### src/ddsc_pkg.sv
package ddsc_pkg;

  // Command codes on the func field.
  localparam logic [1:0] FUNC_STRAIGHT = 2'd0;
  localparam logic [1:0] FUNC_TURN     = 2'd1;
  localparam logic [1:0] FUNC_MANUAL   = 2'd2;
  localparam logic [1:0] FUNC_SPARE    = 2'd3;

  // Configuration register indexes.
  localparam logic [2:0] CFG_KP_STRAIGHT = 3'd0;
  localparam logic [2:0] CFG_KD_STRAIGHT = 3'd1;
  localparam logic [2:0] CFG_KP_TURN     = 3'd2;
  localparam logic [2:0] CFG_KD_TURN     = 3'd3;
  localparam logic [2:0] CFG_SLEW_STEP   = 3'd4;
  localparam logic [2:0] CFG_MAX_DRIVE   = 3'd5;
  localparam logic [2:0] CFG_MOVE_TOL    = 3'd6;
  localparam logic [2:0] CFG_TURN_TOL    = 3'd7;

  // Register reset values.
  localparam logic [15:0] KP_STRAIGHT_RST = 16'd31;
  localparam logic [15:0] KD_STRAIGHT_RST = 16'd26;
  localparam logic [15:0] KP_TURN_RST     = 16'd333;
  localparam logic [15:0] KD_TURN_RST     = 16'd0;
  localparam logic [10:0] SLEW_STEP_RST   = 11'd40;
  localparam logic [10:0] MAX_DRIVE_RST   = 11'd2032;
  localparam logic [15:0] MOVE_TOL_RST    = 16'd240;
  localparam logic [15:0] TURN_TOL_RST    = 16'd16;

  // Error registers start well outside the reset-value settle bands.
  localparam logic signed [31:0] ERR_POS_RST     = 32'sd1584;
  localparam logic signed [31:0] ERR_BEARING_RST = 32'sd15984;

  localparam logic signed [31:0] S32_MAX = 32'sh7FFF_FFFF;
  localparam logic signed [31:0] S32_MIN = 32'sh8000_0000;

  typedef enum logic [1:0] {
    MODE_STRAIGHT,
    MODE_TURN,
    MODE_MANUAL
  } ddsc_mode_t;

  typedef struct packed {
    logic [15:0] kp_straight;
    logic [15:0] kd_straight;
    logic [15:0] kp_turn;
    logic [15:0] kd_turn;
    logic [10:0] slew_step;
    logic [10:0] max_drive;
    logic [15:0] move_tol;
    logic [15:0] turn_tol;
  } ddsc_cfg_t;

  // One classified request as it waits in the queue.
  typedef struct packed {
    ddsc_mode_t         mode;
    logic               clr;
    logic signed [31:0] tgt_l;
    logic signed [31:0] tgt_r;
    logic signed [33:0] sum_l;
    logic signed [33:0] sum_r;
    logic signed [31:0] err_b;
  } ddsc_cmd_t;

  function automatic logic signed [31:0] sat32(input logic signed [33:0] v);
    logic signed [31:0] r;
    if (v[33:31] == 3'b000 || v[33:31] == 3'b111) begin
      r = v[31:0];
    end else if (v[33]) begin
      r = S32_MIN;
    end else begin
      r = S32_MAX;
    end
    return r;
  endfunction

endpackage

### src/ddsc_fifo.sv
module ddsc_fifo #(
  parameter int DEPTH = 2
) (
  input  logic                clk,
  input  logic                rst,
  input  logic                push,
  input  ddsc_pkg::ddsc_cmd_t push_data,
  output logic                full,
  input  logic                pop,
  output logic                head_valid,
  output ddsc_pkg::ddsc_cmd_t head
);

  localparam int PTR_W = $clog2(DEPTH);
  localparam int CNT_W = $clog2(DEPTH + 1);

  ddsc_pkg::ddsc_cmd_t entries [DEPTH];
  logic [PTR_W-1:0]    wr_ptr;
  logic [PTR_W-1:0]    rd_ptr;
  logic [CNT_W-1:0]    count;
  logic                do_push;
  logic                do_pop;

  assign full       = (count == CNT_W'(DEPTH));
  assign head_valid = (count != '0);
  assign head       = entries[rd_ptr];
  assign do_push    = push && !full;
  assign do_pop     = pop && head_valid;

  always_ff @(posedge clk) begin
    if (do_push) begin
      entries[wr_ptr] <= push_data;
    end
  end

  always_ff @(posedge clk) begin
    if (rst) begin
      wr_ptr <= '0;
      rd_ptr <= '0;
      count  <= '0;
    end else begin
      if (do_push) begin
        wr_ptr <= (wr_ptr == PTR_W'(DEPTH - 1)) ? '0 : wr_ptr + 1'b1;
      end
      if (do_pop) begin
        rd_ptr <= (rd_ptr == PTR_W'(DEPTH - 1)) ? '0 : rd_ptr + 1'b1;
      end
      if (do_push && !do_pop) begin
        count <= count + 1'b1;
      end else if (do_pop && !do_push) begin
        count <= count - 1'b1;
      end
    end
  end

endmodule

### config.mk
export PLATFORM = sky130hd
export DESIGN_NAME = ddsc_fifo
export DESIGN_NICKNAME = d
export VERILOG_FILES = /design/src/ddsc_pkg.sv /design/src/ddsc_fifo.sv
export SDC_FILE = /design/constraint.sdc
export NUM_CORES = 1
export LEC_CHECK = 0
export ABC_AREA = 1
export BUFFER_PORTS_ARGS = -buffer_cell sky130_fd_sc_hd__clkbuf_2
export CAP_MARGIN = 20
export CELL_PAD_IN_SITES_DETAIL_PLACEMENT = 0
export CELL_PAD_IN_SITES_GLOBAL_PLACEMENT = 1
export CORE_ASPECT_RATIO = 1.75
export CORE_UTILIZATION = 50
export CTS_BUF_LIST = sky130_fd_sc_hd__clkbuf_4 sky130_fd_sc_hd__clkbuf_8
export DETAILED_ROUTE_END_ITERATION = 16
export GPL_TIMING_DRIVEN = 0
export HOLD_SLACK_MARGIN = 0.02
export PLACE_DENSITY_LB_ADDON = 0.1
export SLEW_MARGIN = 20
export SYNTH_ARGS = -nofsm -noshare
export SYNTH_HDL_FRONTEND = slang
export SYNTH_SLANG_ARGS = --single-unit
### constraint.sdc
create_clock -name clk -period 19.49 [get_ports clk]
set_clock_uncertainty 0.05 [all_clocks]
set_input_delay 0.9745 -clock clk [delete_from_list [all_inputs] [get_ports clk]]
set_output_delay 0.9745 -clock clk [all_outputs]
set_load 0.01 [all_outputs]
==> impl_metrics.toml <==
[sta]
setup_viol = 0
min_period_ns = 2.92
fmax_mhz = 343
setup_tns_ns = 0
rsz0062_at_grt = "false"
final_max_slew_viol_count = 0
post-route-period-util_pct = 15.0
worst_pin_slew_ns = 0.813
slew_headroom_pct = 45.2
layout_setup_ws_ns = 16.57
hold_ws_ns = 0.453
hold_viol = 0

[floorplanning]
fp.dieArea_mm2 = 0.0263
die_h_um = 214
boundaryPins = 340
coreArea_mm2 = 0.0252
dieWidth_um = 123
initial_core_util_pct = 50.8
row_count = 77

[logic_synthesis]
synth-xor-area-share_pct = 0
synthesis.area_mm2 = 0.0128
synth_top_family_by_area = "multiplexers"
synthSimpleGateAreaFrac_pct = 0.565
muxShareOfSynthArea_pct = 18.5
synth_seq_cells = 339
synth_cell_types = 14
synth_compound_area_share_pct = 0.195
synth_nets = 729
syn_inst = 557
synthAdderAreaFrac_pct = 0.0975
yosysSeqAreaShare_pct = 78.9
synth.avg_cell_area_um2 = 23.0
ys_warn_count = 0

[critical_path]
crit_cells = 5
cp_cell_sequence = "buf_6, buf_6, buf_6, mux2_4, clkbuf_2"
worstSetupPathType = "register to output port"
path_max_fanout = 10
arrival_ns = 1.89
rrSetupSlack_ns = 17.11
crit_required_ns = 18.47
cpMaxStageDelayCell = "dfxtp_1"
crit_family = "buffers and inverters"
critPathBufInv = 4
worstSetupStartpointType = "register"
r2r_cells = 7
r2r_start = "count[1]"
max_stage_delay_ns = 0.32
crit_top_cell = "buf_6"
rr_endpoint = "entries[1][12]"
critPathCaptureType = "output port"

[worst_hold_path]
worstHoldStart = "rd_ptr"
worst_hold_path.num_cells = 2
hold_path_class = "register to register"
hold_end = "rd_ptr"

[route]
num_vias = 6527
wire_per_inst_um = 19.1
first_iter_violations = 319
ant_nets = 0
drc = 0
finalWirelength_mm = 24.9
viasPerCell = 4.99
dr.pass1.iters = 4

[clock_tree]
cts_setup_buffers = 0
cts_tree = "built"
cts-resized-gates = 0
insertion_delay_ns = 0.56
hold_buffers = 0
cts-root-buf = "clkbuf_8"
cts.clk_slew.worst_paths_ns = 0.07
numCtsBuffers = 46
htreeDepth = 2
clkSinkCount = 339
cts.path.max_buffers = 3

[global_route]
grt_pass1_vias = 7213
grt_start_max_net_pins = 29
grt_pass1_wl_mm = 36.6
grt-ovfl-total = 0
grt_usage_pct = 18.9
antenna_found_initial = 3

[placed_design]
dp_hpwl_mm = 18.2
io_buffers = 339
dp_slack_ns = 16.54
gp_congestion = 0.730
dp_cells = 1228

[finish]
layout.nets = 1132
post-route-util_pct = 64.3
final_cell_mix = "clkbuf_2 (339), edfxtp_1 (334), mux2_4 (130)"
fillers = 1852
drive_gt1_share_pct = 62.1
seqCellArea_mm2 = 0.0101
multi_input_area_mm2 = 0.00249
areaGrowthSynthToFinish_pct = 26.5
final_common_cell = "clkbuf_2"
finalNonFillerCells = 1309

[status]
status = "completed"

[power_and_ir_drop]
ir_worst_vdd_uv = 83.8
p_per_area_mw_per_mm2 = 124
leakage_nw = 6.49

[run]
cap_violations = 0
## routing by layer
| layer | track usage (%) | part of all wire, % |
|---|---|---|
| met5 | 0 | 0 |
| met1 | 17.7 | 33 |
| met4 | 10.2 | 4.8 |
| met3 | 6.08 | 8.6 |
| met2 | 34.9 | 54 |
## worst reg2reg max path: cells and delay by family, from the launching register on
family	cells	cell delay (ns)
flip-flops	1	0.36
buffers and inverters	5	0.84
AO/OA/AOI/OAI	1	0.65
AND/OR/NAND/NOR	1	0.23
## where the power goes
part	switching (mW)	leakage, nW	internal (mW)
clock	0.240	0.481	0.282
combinational	0.268	2.86	0.276
sequential	0.0246	3.16	0.920
total	0.533	6.49	1.48
## cell usage after synthesis
master | count | area (µm²)
buf_6 | 16 | 180
o21ai_0 | 3 | 15.0
a21oi_1 | 2 | 10.0
mux2_2 | 37 | 417
edfxtp_1 | 334 | 10000
ha_1 | 1 | 12.5
inv_1 | 8 | 30.0
nand3_1 | 2 | 10.0
nand4_1 | 1 | 6.26
mux2_4 | 130 | 1950
nand2_1 | 7 | 26.3
buf_2 | 3 | 15.0
dfxtp_1 | 5 | 100
nor2_1 | 8 | 30.0
## flip-flops by register name, indices dropped and copies added (netlist names), named ones only
name,cells
count,2
entries,334
rd_ptr,1
wr_ptr,1
## how the worst max path moves through the flow
stage	slack, ns	endpoint
after floorplan	10.69	entries[0][0]
after global placement	7.30	entries[0][45]
after detailed placement	16.54	entries[1][14]
after CTS	16.49	head[21]
after global routing	16.46	head[20]
final	16.57	head[21]
## layout make-up
type                       count  area share [%]
clock buffer                  66            5.06
sequential                   339            62.4
antenna                        3          0.0462
clock inverter                12           0.478
tap                          316            2.44
multi-input combinational    191            15.4
inverter                       8           0.185
buffer                        19            1.20
timing repair buffer         355            12.8
## metrics by stage
| step | power [mW] | cell area (µm²) |
|---|---|---|
| 3_5_place_dp | 1.51 | 15300 |
| 6_report | 2.01 | 16200 |
| 3_3_place_gp | 1.50 | 14900 |
| 2_1_floorplan | 1.32 | 12800 |
| 5_1_grt | 2.10 | 16200 |
| 4_1_cts | 2.04 | 16200 |
## cell families after synthesis
kind of cell,Yosys count
DFF,339
muxes,167
buffers and inverters,27
and+or+nand+nor,18
AOI/OAI and AO/OA,5
adders and majority gates,1
Power figures use the tool's default switching activity.
