### src/ddsc_pkg.sv
package ddsc_pkg;

  // Command codes on the func field.
  localparam logic [1:0] FUNC_STRAIGHT = 2'd0;
  localparam logic [1:0] FUNC_TURN     = 2'd1;
  localparam logic [1:0] FUNC_MANUAL   = 2'd2;
  localparam logic [1:0] FUNC_SPARE    = 2'd3;

  // Configuration register indexes.
  localparam logic [2:0] CFG_KP_STRAIGHT = 3'd0;
  localparam logic [2:0] CFG_KD_STRAIGHT = 3'd1;
  localparam logic [2:0] CFG_KP_TURN     = 3'd2;
  localparam logic [2:0] CFG_KD_TURN     = 3'd3;
  localparam logic [2:0] CFG_SLEW_STEP   = 3'd4;
  localparam logic [2:0] CFG_MAX_DRIVE   = 3'd5;
  localparam logic [2:0] CFG_MOVE_TOL    = 3'd6;
  localparam logic [2:0] CFG_TURN_TOL    = 3'd7;

  // Register reset values.
  localparam logic [15:0] KP_STRAIGHT_RST = 16'd31;
  localparam logic [15:0] KD_STRAIGHT_RST = 16'd26;
  localparam logic [15:0] KP_TURN_RST     = 16'd333;
  localparam logic [15:0] KD_TURN_RST     = 16'd0;
  localparam logic [10:0] SLEW_STEP_RST   = 11'd40;
  localparam logic [10:0] MAX_DRIVE_RST   = 11'd2032;
  localparam logic [15:0] MOVE_TOL_RST    = 16'd240;
  localparam logic [15:0] TURN_TOL_RST    = 16'd16;

  // Error registers start well outside the reset-value settle bands.
  localparam logic signed [31:0] ERR_POS_RST     = 32'sd1584;
  localparam logic signed [31:0] ERR_BEARING_RST = 32'sd15984;

  localparam logic signed [31:0] S32_MAX = 32'sh7FFF_FFFF;
  localparam logic signed [31:0] S32_MIN = 32'sh8000_0000;

  typedef enum logic [1:0] {
    MODE_STRAIGHT,
    MODE_TURN,
    MODE_MANUAL
  } ddsc_mode_t;

  typedef struct packed {
    logic [15:0] kp_straight;
    logic [15:0] kd_straight;
    logic [15:0] kp_turn;
    logic [15:0] kd_turn;
    logic [10:0] slew_step;
    logic [10:0] max_drive;
    logic [15:0] move_tol;
    logic [15:0] turn_tol;
  } ddsc_cfg_t;

  // One classified request as it waits in the queue.
  typedef struct packed {
    ddsc_mode_t         mode;
    logic               clr;
    logic signed [31:0] tgt_l;
    logic signed [31:0] tgt_r;
    logic signed [33:0] sum_l;
    logic signed [33:0] sum_r;
    logic signed [31:0] err_b;
  } ddsc_cmd_t;

  function automatic logic signed [31:0] sat32(input logic signed [33:0] v);
    logic signed [31:0] r;
    if (v[33:31] == 3'b000 || v[33:31] == 3'b111) begin
      r = v[31:0];
    end else if (v[33]) begin
      r = S32_MIN;
    end else begin
      r = S32_MAX;
    end
    return r;
  endfunction

endpackage

### src/ddsc_front.sv
module ddsc_front (
  input  logic                  in_valid,
  output logic                  in_stall,
  input  logic [1:0]            func,
  input  logic                  clear_history,
  input  logic signed [31:0]    target_left,
  input  logic signed [31:0]    target_right,
  input  logic signed [31:0]    target_bearing,
  input  logic signed [31:0]    pos_left_a,
  input  logic signed [31:0]    pos_left_b,
  input  logic signed [31:0]    pos_left_c,
  input  logic signed [31:0]    pos_right_a,
  input  logic signed [31:0]    pos_right_b,
  input  logic signed [31:0]    pos_right_c,
  input  logic signed [31:0]    heading,
  input  logic                  full,
  output logic                  push,
  output ddsc_pkg::ddsc_cmd_t   cmd
);

  assign in_stall = full;
  assign push     = in_valid && !full;

  always_comb begin
    unique case (func) inside
      ddsc_pkg::FUNC_STRAIGHT:                       cmd.mode = ddsc_pkg::MODE_STRAIGHT;
      ddsc_pkg::FUNC_TURN:                           cmd.mode = ddsc_pkg::MODE_TURN;
      ddsc_pkg::FUNC_MANUAL, ddsc_pkg::FUNC_SPARE:   cmd.mode = ddsc_pkg::MODE_MANUAL;
    endcase
    cmd.clr   = clear_history;
    cmd.tgt_l = target_left;
    cmd.tgt_r = target_right;
    // Three encoder sums per side; the divide by three is done in the back end.
    cmd.sum_l = 34'(pos_left_a) + 34'(pos_left_b) + 34'(pos_left_c);
    cmd.sum_r = 34'(pos_right_a) + 34'(pos_right_b) + 34'(pos_right_c);
    cmd.err_b = ddsc_pkg::sat32(34'(target_bearing) - 34'(heading));
  end

endmodule

### config.mk
export PLATFORM = sky130hd
export DESIGN_NAME = ddsc_front
export DESIGN_NICKNAME = d
export VERILOG_FILES = /design/src/ddsc_pkg.sv /design/src/ddsc_front.sv
export SDC_FILE = /design/constraint.sdc
export NUM_CORES = 1
export LEC_CHECK = 0
export CAP_MARGIN = 25
export CELL_PAD_IN_SITES_DETAIL_PLACEMENT = 1
export CELL_PAD_IN_SITES_GLOBAL_PLACEMENT = 1
export CORE_AREA = 2 2 190 192
export DETAILED_ROUTE_END_ITERATION = 8
export DIE_AREA = 0 0 192 194
export DONT_BUFFER_PORTS = 1
export PLACE_DENSITY = 0.45
export RECOVER_POWER = 100
export SYNTH_ARGS = -nofsm -noshare
export SYNTH_HDL_FRONTEND = slang
export SYNTH_SLANG_ARGS = --single-unit
### constraint.sdc
create_clock -name vclk -period 7.5
set_input_delay 1.125 -clock vclk [all_inputs]
set_output_delay 1.125 -clock vclk [all_outputs]
set_load 0.1 [all_outputs]
==> flow_summary.html, run 1 <==
<table>
<tr><th>Metric</th><th>Value</th></tr>
<tr><th colspan="2">Global route</th></tr>
<tr><td>Number of global-route vias before repair</td><td>6910</td></tr>
<tr><td>Pin count of the biggest net entering global routing</td><td>27</td></tr>
<tr><td>Global-route usage over all layers</td><td>12.5%</td></tr>
<tr><td>Aggregate global routing overflow</td><td>0</td></tr>
<tr><td>First-pass GRT wire length</td><td>37800 um</td></tr>
<tr><td>Number of antenna violations at the first check in global routing</td><td>0</td></tr>
<tr><th colspan="2">Power and ir drop</th></tr>
<tr><td>Power Density</td><td>389 nW/um^2</td></tr>
<tr><td>Static Leakage</td><td>0.00369 uW</td></tr>
<tr><td>Total power draw</td><td>3220 uW</td></tr>
<tr><td>Worst vdd ir</td><td>255 uV</td></tr>
<tr><th colspan="2">Place</th></tr>
<tr><td>HPWL Detailed</td><td>22700 um</td></tr>
<tr><td>Cell area reported after detailed placement</td><td>8640 sq um</td></tr>
<tr><td>Global placement routability congestion</td><td>0.773</td></tr>
<tr><td>Count of input and output buffers</td><td>0</td></tr>
<tr><th colspan="2">Final layout</th></tr>
<tr><td>Commonest non-fill, non-tap cell in the layout</td><td>sky130_fd_sc_hd__ha_1</td></tr>
<tr><td>Synth-to-Final Area Change</td><td>15.8%</td></tr>
<tr><td>Final std cell area, no fill</td><td>8290 sq um</td></tr>
<tr><td>Number of nets in the finished design</td><td>1363</td></tr>
<tr><td>Area of the multi-input gates</td><td>6770 sq um</td></tr>
<tr><td>Number of filler instances in the final layout</td><td>4191</td></tr>
<tr><td>Commonest cells after routing, fill and taps aside</td><td>sky130_fd_sc_hd__ha_1 (96), sky130_fd_sc_hd__a21oi_1 (75), sky130_fd_sc_hd__fa_1 (67)</td></tr>
<tr><td>Seq cells</td><td>0</td></tr>
<tr><td>Final core utilization</td><td>23.5%</td></tr>
<tr><td>Number of antenna repair diodes</td><td>0</td></tr>
<tr><td>CLK BUF</td><td>0</td></tr>
<tr><td>Ratio of cells with drive above 1 in the final layout</td><td>15.5%</td></tr>
<tr><td>Sequential standard cell area</td><td>0 sq um</td></tr>
<tr><th colspan="2">CTS</th></tr>
<tr><td>Post-cts sizing count</td><td>0</td></tr>
<tr><td>Hold bufs inserted after CTS</td><td>0</td></tr>
<tr><td>Post CTS Setup Buffer Count</td><td>0</td></tr>
<tr><th colspan="2">Floorplanning</th></tr>
<tr><td>Effective utilization at floorplan</td><td>20.3%</td></tr>
<tr><td>Core area</td><td>35200 sq um</td></tr>
<tr><td>Horizontal die dimension</td><td>192 um</td></tr>
<tr><td>Placement row count</td><td>69</td></tr>
<tr><td>DIE AREA</td><td>37200 sq um</td></tr>
<tr><td>Number of top-level pins</td><td>494</td></tr>
<tr><td>Die height</td><td>194 um</td></tr>
<tr><th colspan="2">STA</th></tr>
<tr><td>Sum of negative setup slack</td><td>0 ps</td></tr>
<tr><td>RSZ-0062 raised after global routing</td><td>no</td></tr>
<tr><td>Finish-stage setup viols</td><td>0</td></tr>
<tr><td>Tightest slew margin relative to the limit</td><td>-24.6%</td></tr>
<tr><td>Number of failing hold endpoints at the final stage</td><td>0</td></tr>
<tr><td>Hold Slack</td><td>2250 ps</td></tr>
<tr><td>Min cycle time layout</td><td>6570 ps</td></tr>
<tr><td>Maximum clock frequency</td><td>152 MHz</td></tr>
<tr><td>Crit share post-route</td><td>87.7%</td></tr>
<tr><td>Slew of the pin with the lowest slew margin</td><td>1860 ps</td></tr>
<tr><td>Max-slew violation count</td><td>9</td></tr>
<tr><th colspan="2">Critical path</th></tr>
<tr><td>Crit path required time</td><td>6380 ps</td></tr>
<tr><td>Crit path max fanout</td><td>3</td></tr>
<tr><td>End of the critical path</td><td>cmd[63]</td></tr>
<tr><td>Critical Path AT</td><td>5450 ps</td></tr>
<tr><td>Type of element capturing the critical path</td><td>primary output</td></tr>
<tr><td>Classification of the worst setup path</td><td>in2out</td></tr>
<tr><td>Worst setup path startpoint</td><td>pos_right_a[1]</td></tr>
<tr><td>Critical Path Start Type</td><td>input port</td></tr>
<tr><th colspan="2">Run</th></tr>
<tr><td>Max Cap Violations</td><td>9</td></tr>
<tr><th colspan="2">Logic synthesis</th></tr>
<tr><td>Synthesized netlist cell count</td><td>878</td></tr>
<tr><td>Average size of a mapped cell</td><td>8.15 sq um</td></tr>
<tr><td>Sequential-to-total area share from yosys stat</td><td>0%</td></tr>
<tr><td>Count of different cell masters after synthesis</td><td>76</td></tr>
<tr><td>Net count after synthesis</td><td>1366</td></tr>
<tr><td>Area of the mapped netlist</td><td>7160 sq um</td></tr>
<tr><td>Ys Warns</td><td>0</td></tr>
<tr><th colspan="2">Min path</th></tr>
<tr><td>Worst hold-check path type</td><td>in2out</td></tr>
<tr><th colspan="2">Route</th></tr>
<tr><td>Antenna-violating nets left</td><td>0</td></tr>
<tr><td>Final wirelength</td><td>24500 um</td></tr>
<tr><td>Final routed DRC violation total</td><td>0</td></tr>
<tr><td>Pre-Repair DR Iteration Count</td><td>4</td></tr>
<tr><td>First DRT Iteration DRCs</td><td>115</td></tr>
<tr><td>Average wire length per cell after detail routing</td><td>18.3 um</td></tr>
<tr><td>Via/cell ratio</td><td>4.70</td></tr>
<tr><td>DR vias</td><td>6270</td></tr>
<tr><th colspan="2">Run status</th></tr>
<tr><td>Outcome</td><td>finished with violations</td></tr>
<tr><td>Violated checks</td><td>capacitance limit, slew limit</td></tr>
</table>
-- metal layers --
layer / wire length, um / part of all wire (%) / vias to the layer above / GRT usage [%]
met3: 1480 / 6.1 / 14 / 2.06
met1: 9970 / 41 / 2983 / 15.0
met5: 0 / 0 / - / 0
met4: 318 / 1.3 / 0 / 1.39
met2: 12700 / 52 / 228 / 23.7
li1: - / - / 3045 / -
-- synth_stat cells, drive strengths merged, types with 3 or more instances --
master	count	area, sq um
and3	13	82.6
a2111oi	4	72.6
inv	61	229
nor2	46	175
o21bai	10	78.8
nor3b	6	50.1
buf	74	548
o31a	4	36.3
nor3	16	85.1
and2	6	38.8
clkbuf	5	18.8
a221oi	3	45.0
maj3	5	51.3
a211oi	5	42.5
nand2	43	169
a211o	3	26.3
o211ai	6	58.8
or3	4	25.0
o31ai	5	56.3
nand4	8	50.1
a21o	63	478
xnor2	55	482
fa	67	1340
ha	96	1200
a31oi	14	100
nor2b	16	100
xor2	27	236
o21a	8	60.1
a21oi	92	509
o21ai	56	288
nand2b	13	83.8
nand3	20	105
-- kinds of logic (layout without fill, tap and decap cells) --
kind of cell / count (synthesis) / in the layout / share of synthesized area [%]
and+or+nand+nor: 197 / 197 / 14.3
adders and majority gates: 168 / 168 / 36.2
xor gates and xnor gates: 82 / 82 / 10.0
AOI/OAI and AO/OA: 291 / 291 / 28.3
buffers and inverters: 140 / 135 / 11.1
-- worst max-delay path: stages --
cell and delay (ps):
sky130_fd_sc_hd__fa_1 460, sky130_fd_sc_hd__ha_1 250, sky130_fd_sc_hd__fa_1 430, sky130_fd_sc_hd__a21o_1 200
sky130_fd_sc_hd__a21oi_1 290, sky130_fd_sc_hd__o21bai_2 110, sky130_fd_sc_hd__a2111oi_0 1030, sky130_fd_sc_hd__o31a_1 250
sky130_fd_sc_hd__o21bai_1 80, sky130_fd_sc_hd__a21oi_1 270, sky130_fd_sc_hd__o21ai_1 190, sky130_fd_sc_hd__a221oi_2 340
sky130_fd_sc_hd__xnor2_2 200, sky130_fd_sc_hd__buf_16 210
-- per-stage QoR --
step | setup slack [ps] | cells
3_5_place_dp | 1600 | 1334
4_1_cts | 1590 | 1334
6_report | 926 | 1334
3_3_place_gp | 1600 | 1309
5_1_grt | 704 | 1334
2_1_floorplan | 1160 | 878
-- worst min path at each step --
stage	start	end	slack (ps)	cells past startpoint
after global routing	target_left[12]	cmd[144]	2250	0
after global placement	target_right[1]	cmd[101]	2250	0
after detailed placement	target_right[1]	cmd[101]	2250	0
after CTS	target_right[1]	cmd[101]	2250	0
final	target_right[3]	cmd[103]	2250	0
after floorplan	target_right[0]	cmd[100]	2460	1
-- cell type report --
type	instances	share of cell area [%]
multi-input combinational	738	81.6
tap	461	6.96
timing repair buffer	74	8.65
inverter	61	2.76
-- power breakdown --
group	internal, uW	leakage (uW)	switching (uW)
sequential	0	0	0
clock	0	0	0
combinational	786	0.00369	2440
Note: power is estimated with default switching activity, not from simulation.
==> run 2, diff against run 1 <==
- ABC_AREA: unset -> 1
- CORE_AREA: 2 2 190 192 -> 5 5 190 192
- DIE_AREA: 0 0 192 194 -> 0 0 195 197
- PLACE_DENSITY: 0.45 -> 0.51
==> run 2 against run 1 <==
Net effect:
- critical endpoint is now cmd[22]
- worst setup slack gained 230 ps
- power shrank 3.3%
- the flow still finishes with violations (capacitance limit, slew limit)
- die area grew 3.1%
- via count grew 29%
- non-clock buffer count shrank 19
- sequential share of layout area is the same
==> flow_summary.html, run 2 <==
<table>
<tr><th>Metric</th><th>Value</th></tr>
<tr><th colspan="2">Global route</th></tr>
<tr><td>Met1 Resource Use GR</td><td>19.9% (+5.0 points)</td></tr>
<tr><td>Number of global-route vias before repair</td><td>8880 (+29%)</td></tr>
<tr><td>First-pass GRT wire length</td><td>49100 um (+30%)</td></tr>
<tr><td>Aggregate global routing overflow</td><td>0 (unchanged)</td></tr>
<tr><td>Fraction of met3 tracks used by global routing</td><td>4.09% (+2.0 points)</td></tr>
<tr><td>Pin count of the biggest net entering global routing</td><td>32 (+19%)</td></tr>
<tr><td>GR Layer Usage met2</td><td>27.2% (+3.5 points)</td></tr>
<tr><td>Number of antenna violations at the first check in global routing</td><td>0 (unchanged)</td></tr>
<tr><td>Layer with the highest usage after global routing</td><td>met2</td></tr>
<tr><td>Global-route usage over all layers</td><td>15.6% (+3.1 points)</td></tr>
<tr><th colspan="2">Min path</th></tr>
<tr><td>Hold Path Stages</td><td>0 (unchanged)</td></tr>
<tr><td>Worst hold-check path type</td><td>in2out</td></tr>
<tr><th colspan="2">Power and ir drop</th></tr>
<tr><td>Worst vdd ir</td><td>211 uV (-17%)</td></tr>
<tr><td>Static Leakage</td><td>0.00440 uW (+19%)</td></tr>
<tr><td>Power Density</td><td>358 nW/um^2 (-7.9%)</td></tr>
<tr><th colspan="2">Logic synthesis</th></tr>
<tr><td>Sequential-to-total area share from yosys stat</td><td>0% (unchanged)</td></tr>
<tr><td>Ys Warns</td><td>0 (unchanged)</td></tr>
<tr><td>Top cells by area, synth</td><td>sky130_fd_sc_hd__nand2_1 (17%), sky130_fd_sc_hd__fa_1 (17%), sky130_fd_sc_hd__ha_1 (15%)</td></tr>
<tr><td>Synthesized netlist cell count</td><td>1273 (+45%)</td></tr>
<tr><td>Most frequent cells after synthesis</td><td>sky130_fd_sc_hd__nand2_1 (370), sky130_fd_sc_hd__inv_1 (159), sky130_fd_sc_hd__a21oi_1 (122)</td></tr>
<tr><td>Area of the mapped netlist</td><td>7980 sq um (+12%)</td></tr>
<tr><td>Count leader, synth</td><td>sky130_fd_sc_hd__nand2_1</td></tr>
<tr><td>Fraction of synthesized cell area taken by the top area cell type</td><td>17.4% (-1.3 points)</td></tr>
<tr><td>Cell type with the highest aggregate area in the netlist</td><td>sky130_fd_sc_hd__nand2_1</td></tr>
<tr><td>Count of different cell masters after synthesis</td><td>38 (-50%)</td></tr>
<tr><td>Average size of a mapped cell</td><td>6.27 sq um (-23%)</td></tr>
<tr><td>Net count after synthesis</td><td>1761 (+29%)</td></tr>
<tr><th colspan="2">Route</th></tr>
<tr><td>Final routed DRC violation total</td><td>0 (unchanged)</td></tr>
<tr><td>Final wirelength</td><td>31900 um (+30%)</td></tr>
<tr><td>Antenna-violating nets left</td><td>0 (unchanged)</td></tr>
<tr><td>Via/cell ratio</td><td>4.74 (+0.81%)</td></tr>
<tr><td>DR vias</td><td>8102 (+29%)</td></tr>
<tr><td>Average wire length per cell after detail routing</td><td>18.7 um (+1.8%)</td></tr>
<tr><td>Pre-Repair DR Iteration Count</td><td>4 (unchanged)</td></tr>
<tr><td>First DRT Iteration DRCs</td><td>158 (+37%)</td></tr>
<tr><th colspan="2">Final layout</th></tr>
<tr><td>Sequential standard cell area</td><td>0 sq um (unchanged)</td></tr>
<tr><td>Final core utilization</td><td>25.5% (+1.9 points)</td></tr>
<tr><td>Area of the multi-input gates</td><td>7080 sq um (+4.6%)</td></tr>
<tr><td>Number of cells in the finished layout apart from fillers</td><td>1710 (+28%)</td></tr>
<tr><td>Number of antenna repair diodes</td><td>0 (unchanged)</td></tr>
<tr><td>Seq cells</td><td>0 (unchanged)</td></tr>
<tr><td>Synth-to-Final Area Change</td><td>9.09%</td></tr>
<tr><td>CLK BUF</td><td>0 (unchanged)</td></tr>
<tr><td>Ratio of cells with drive above 1 in the final layout</td><td>5.50% (-10 points)</td></tr>
<tr><td>Commonest non-fill, non-tap cell in the layout</td><td>sky130_fd_sc_hd__nand2_1</td></tr>
<tr><td>Number of nets in the finished design</td><td>1745 (+28%)</td></tr>
<tr><td>Commonest cells after routing, fill and taps aside</td><td>sky130_fd_sc_hd__nand2_1 (373), sky130_fd_sc_hd__inv_1 (159), sky130_fd_sc_hd__a21oi_1 (123)</td></tr>
<tr><td>Number of filler instances in the final layout</td><td>4369 (+4.2%)</td></tr>
<tr><th colspan="2">Critical path</th></tr>
<tr><td>Critical Path Start Type</td><td>input port</td></tr>
<tr><td>Crit path max fanout</td><td>3 (unchanged)</td></tr>
<tr><td>Worst setup path startpoint</td><td>target_bearing[0]</td></tr>
<tr><td>End of the critical path</td><td>cmd[22]</td></tr>
<tr><td>Type of element capturing the critical path</td><td>primary output</td></tr>
<tr><td>Crit path required time</td><td>6380 ps (about the same)</td></tr>
<tr><td>Classification of the worst setup path</td><td>in2out</td></tr>
<tr><td>Critical Path AT</td><td>5220 ps (-230 ps)</td></tr>
<tr><th colspan="2">Place</th></tr>
<tr><td>Global placement routability congestion</td><td>0.884 (+14%)</td></tr>
<tr><td>HPWL Detailed</td><td>30100 um (+32%)</td></tr>
<tr><td>Count of input and output buffers</td><td>0 (unchanged)</td></tr>
<tr><td>Pre-CTS WS</td><td>2120 ps (+527 ps)</td></tr>
<tr><td># placed instances</td><td>1710 (+28%)</td></tr>
<tr><th colspan="2">STA</th></tr>
<tr><td>Crit share post-route</td><td>84.6% (-3.0 points)</td></tr>
<tr><td>RSZ-0062 raised after global routing</td><td>no</td></tr>
<tr><td>Max-slew violation count</td><td>10 (+1)</td></tr>
<tr><td>Tightest slew margin relative to the limit</td><td>-98.9% (-74 points)</td></tr>
<tr><td>Slew of the pin with the lowest slew margin</td><td>2950 ps (+1090 ps)</td></tr>
<tr><td>Maximum clock frequency</td><td>158 MHz (+3.6%)</td></tr>
<tr><td>Worst path setup slack after routing</td><td>1150 ps (+226 ps)</td></tr>
<tr><td>Min cycle time layout</td><td>6350 ps (-226 ps)</td></tr>
<tr><td>Sum of negative setup slack</td><td>0 ps (unchanged)</td></tr>
<tr><td>Finish-stage setup viols</td><td>0 (unchanged)</td></tr>
<tr><td>Number of failing hold endpoints at the final stage</td><td>0 (unchanged)</td></tr>
<tr><th colspan="2">CTS</th></tr>
<tr><td>Hold bufs inserted after CTS</td><td>0 (unchanged)</td></tr>
<tr><td>Post-cts sizing count</td><td>0 (unchanged)</td></tr>
<tr><td>Post CTS Setup Buffer Count</td><td>0 (unchanged)</td></tr>
<tr><th colspan="2">Run status</th></tr>
<tr><td>Outcome</td><td>finished with violations</td></tr>
<tr><td>Violated checks</td><td>capacitance limit, slew limit</td></tr>
<tr><th colspan="2">Floorplanning</th></tr>
<tr><td>Number of top-level pins</td><td>494 (unchanged)</td></tr>
<tr><td>Die height</td><td>197 um (+1.5%)</td></tr>
<tr><td>DIE AREA</td><td>38400 sq um (+3.1%)</td></tr>
<tr><td>Core area</td><td>34200 sq um (-2.9%)</td></tr>
<tr><td>Horizontal die dimension</td><td>195 um (+1.6%)</td></tr>
<tr><td>Placement row count</td><td>68 (-1.4%)</td></tr>
<tr><td>Effective utilization at floorplan</td><td>23.3% (+3.0 points)</td></tr>
<tr><th colspan="2">Run</th></tr>
<tr><td>Max Cap Violations</td><td>10 (+1)</td></tr>
</table>
==> run 2: cell type report <==
type                       count  area share (%)
inverter                     161            6.94
timing repair buffer          55            5.19
multi-input combinational   1039            81.3
tap                          455            6.54
==> run 2: power breakdown <==
part | switching, uW | internal [uW]
Combinational | 2510 | 609
Clock | 0 | 0
Sequential | 0 | 0
Total | 2510 | 609
==> run 2: worst min-delay path by stage <==
stage | startpoint | end | slack (ps)
after floorplan | target_right[0] | cmd[100] | 2460
after global placement | target_right[5] | cmd[105] | 2250
after detailed placement | target_right[5] | cmd[105] | 2250
after CTS | target_right[5] | cmd[105] | 2250
after global routing | target_left[1] | cmd[133] | 2250
final | target_left[1] | cmd[133] | 2250
==> run 2: worst max-delay path, cell delays in order <==
cell and delay [ps]:
sky130_fd_sc_hd__inv_1 20, sky130_fd_sc_hd__ha_1 220, sky130_fd_sc_hd__fa_1 400, sky130_fd_sc_hd__inv_1 90, sky130_fd_sc_hd__nand2_1 50, sky130_fd_sc_hd__nand2_1 80, sky130_fd_sc_hd__nand2_1 110, sky130_fd_sc_hd__o21ai_0 420
sky130_fd_sc_hd__nand3_1 130, sky130_fd_sc_hd__nand2_1 170, sky130_fd_sc_hd__nand2_1 90, sky130_fd_sc_hd__nand3b_1 80, sky130_fd_sc_hd__nand2_1 50, sky130_fd_sc_hd__o21ai_0 2180
==> run 2: per-stage QoR <==
stage               hold WS, ps  power, uW  area [sq um]
floorplan                  2460       2650          7980
global placement           2250       3070          8660
detailed placement         2250       3350          9110
CTS                        2250       3360          9110
global route               2250       3300          8710
finish                     2250       3120          8710
==> run 2: kinds of logic (layout without fill, tap and decap cells) <==
family	count (synthesis)	in the layout	synth area share [%]
AO/OA/AOI/OAI	225	225	16.0
XOR/XNOR	68	68	7.46
adder cells (fa/ha/maj)	163	163	31.9
buffers and inverters	234	216	14.4
AND/OR/NAND/NOR	583	583	30.2
==> run 2: layer usage <==
| layer | wire length (um) | share of wire, % | up-vias |
|---|---|---|---|
| li1 | - | - | 3998 |
| met1 | 13800 | 43 | 3787 |
| met2 | 15200 | 48 | 289 |
| met3 | 2310 | 7.2 | 28 |
| met4 | 566 | 1.8 | 0 |
| met5 | 0 | 0 | - |
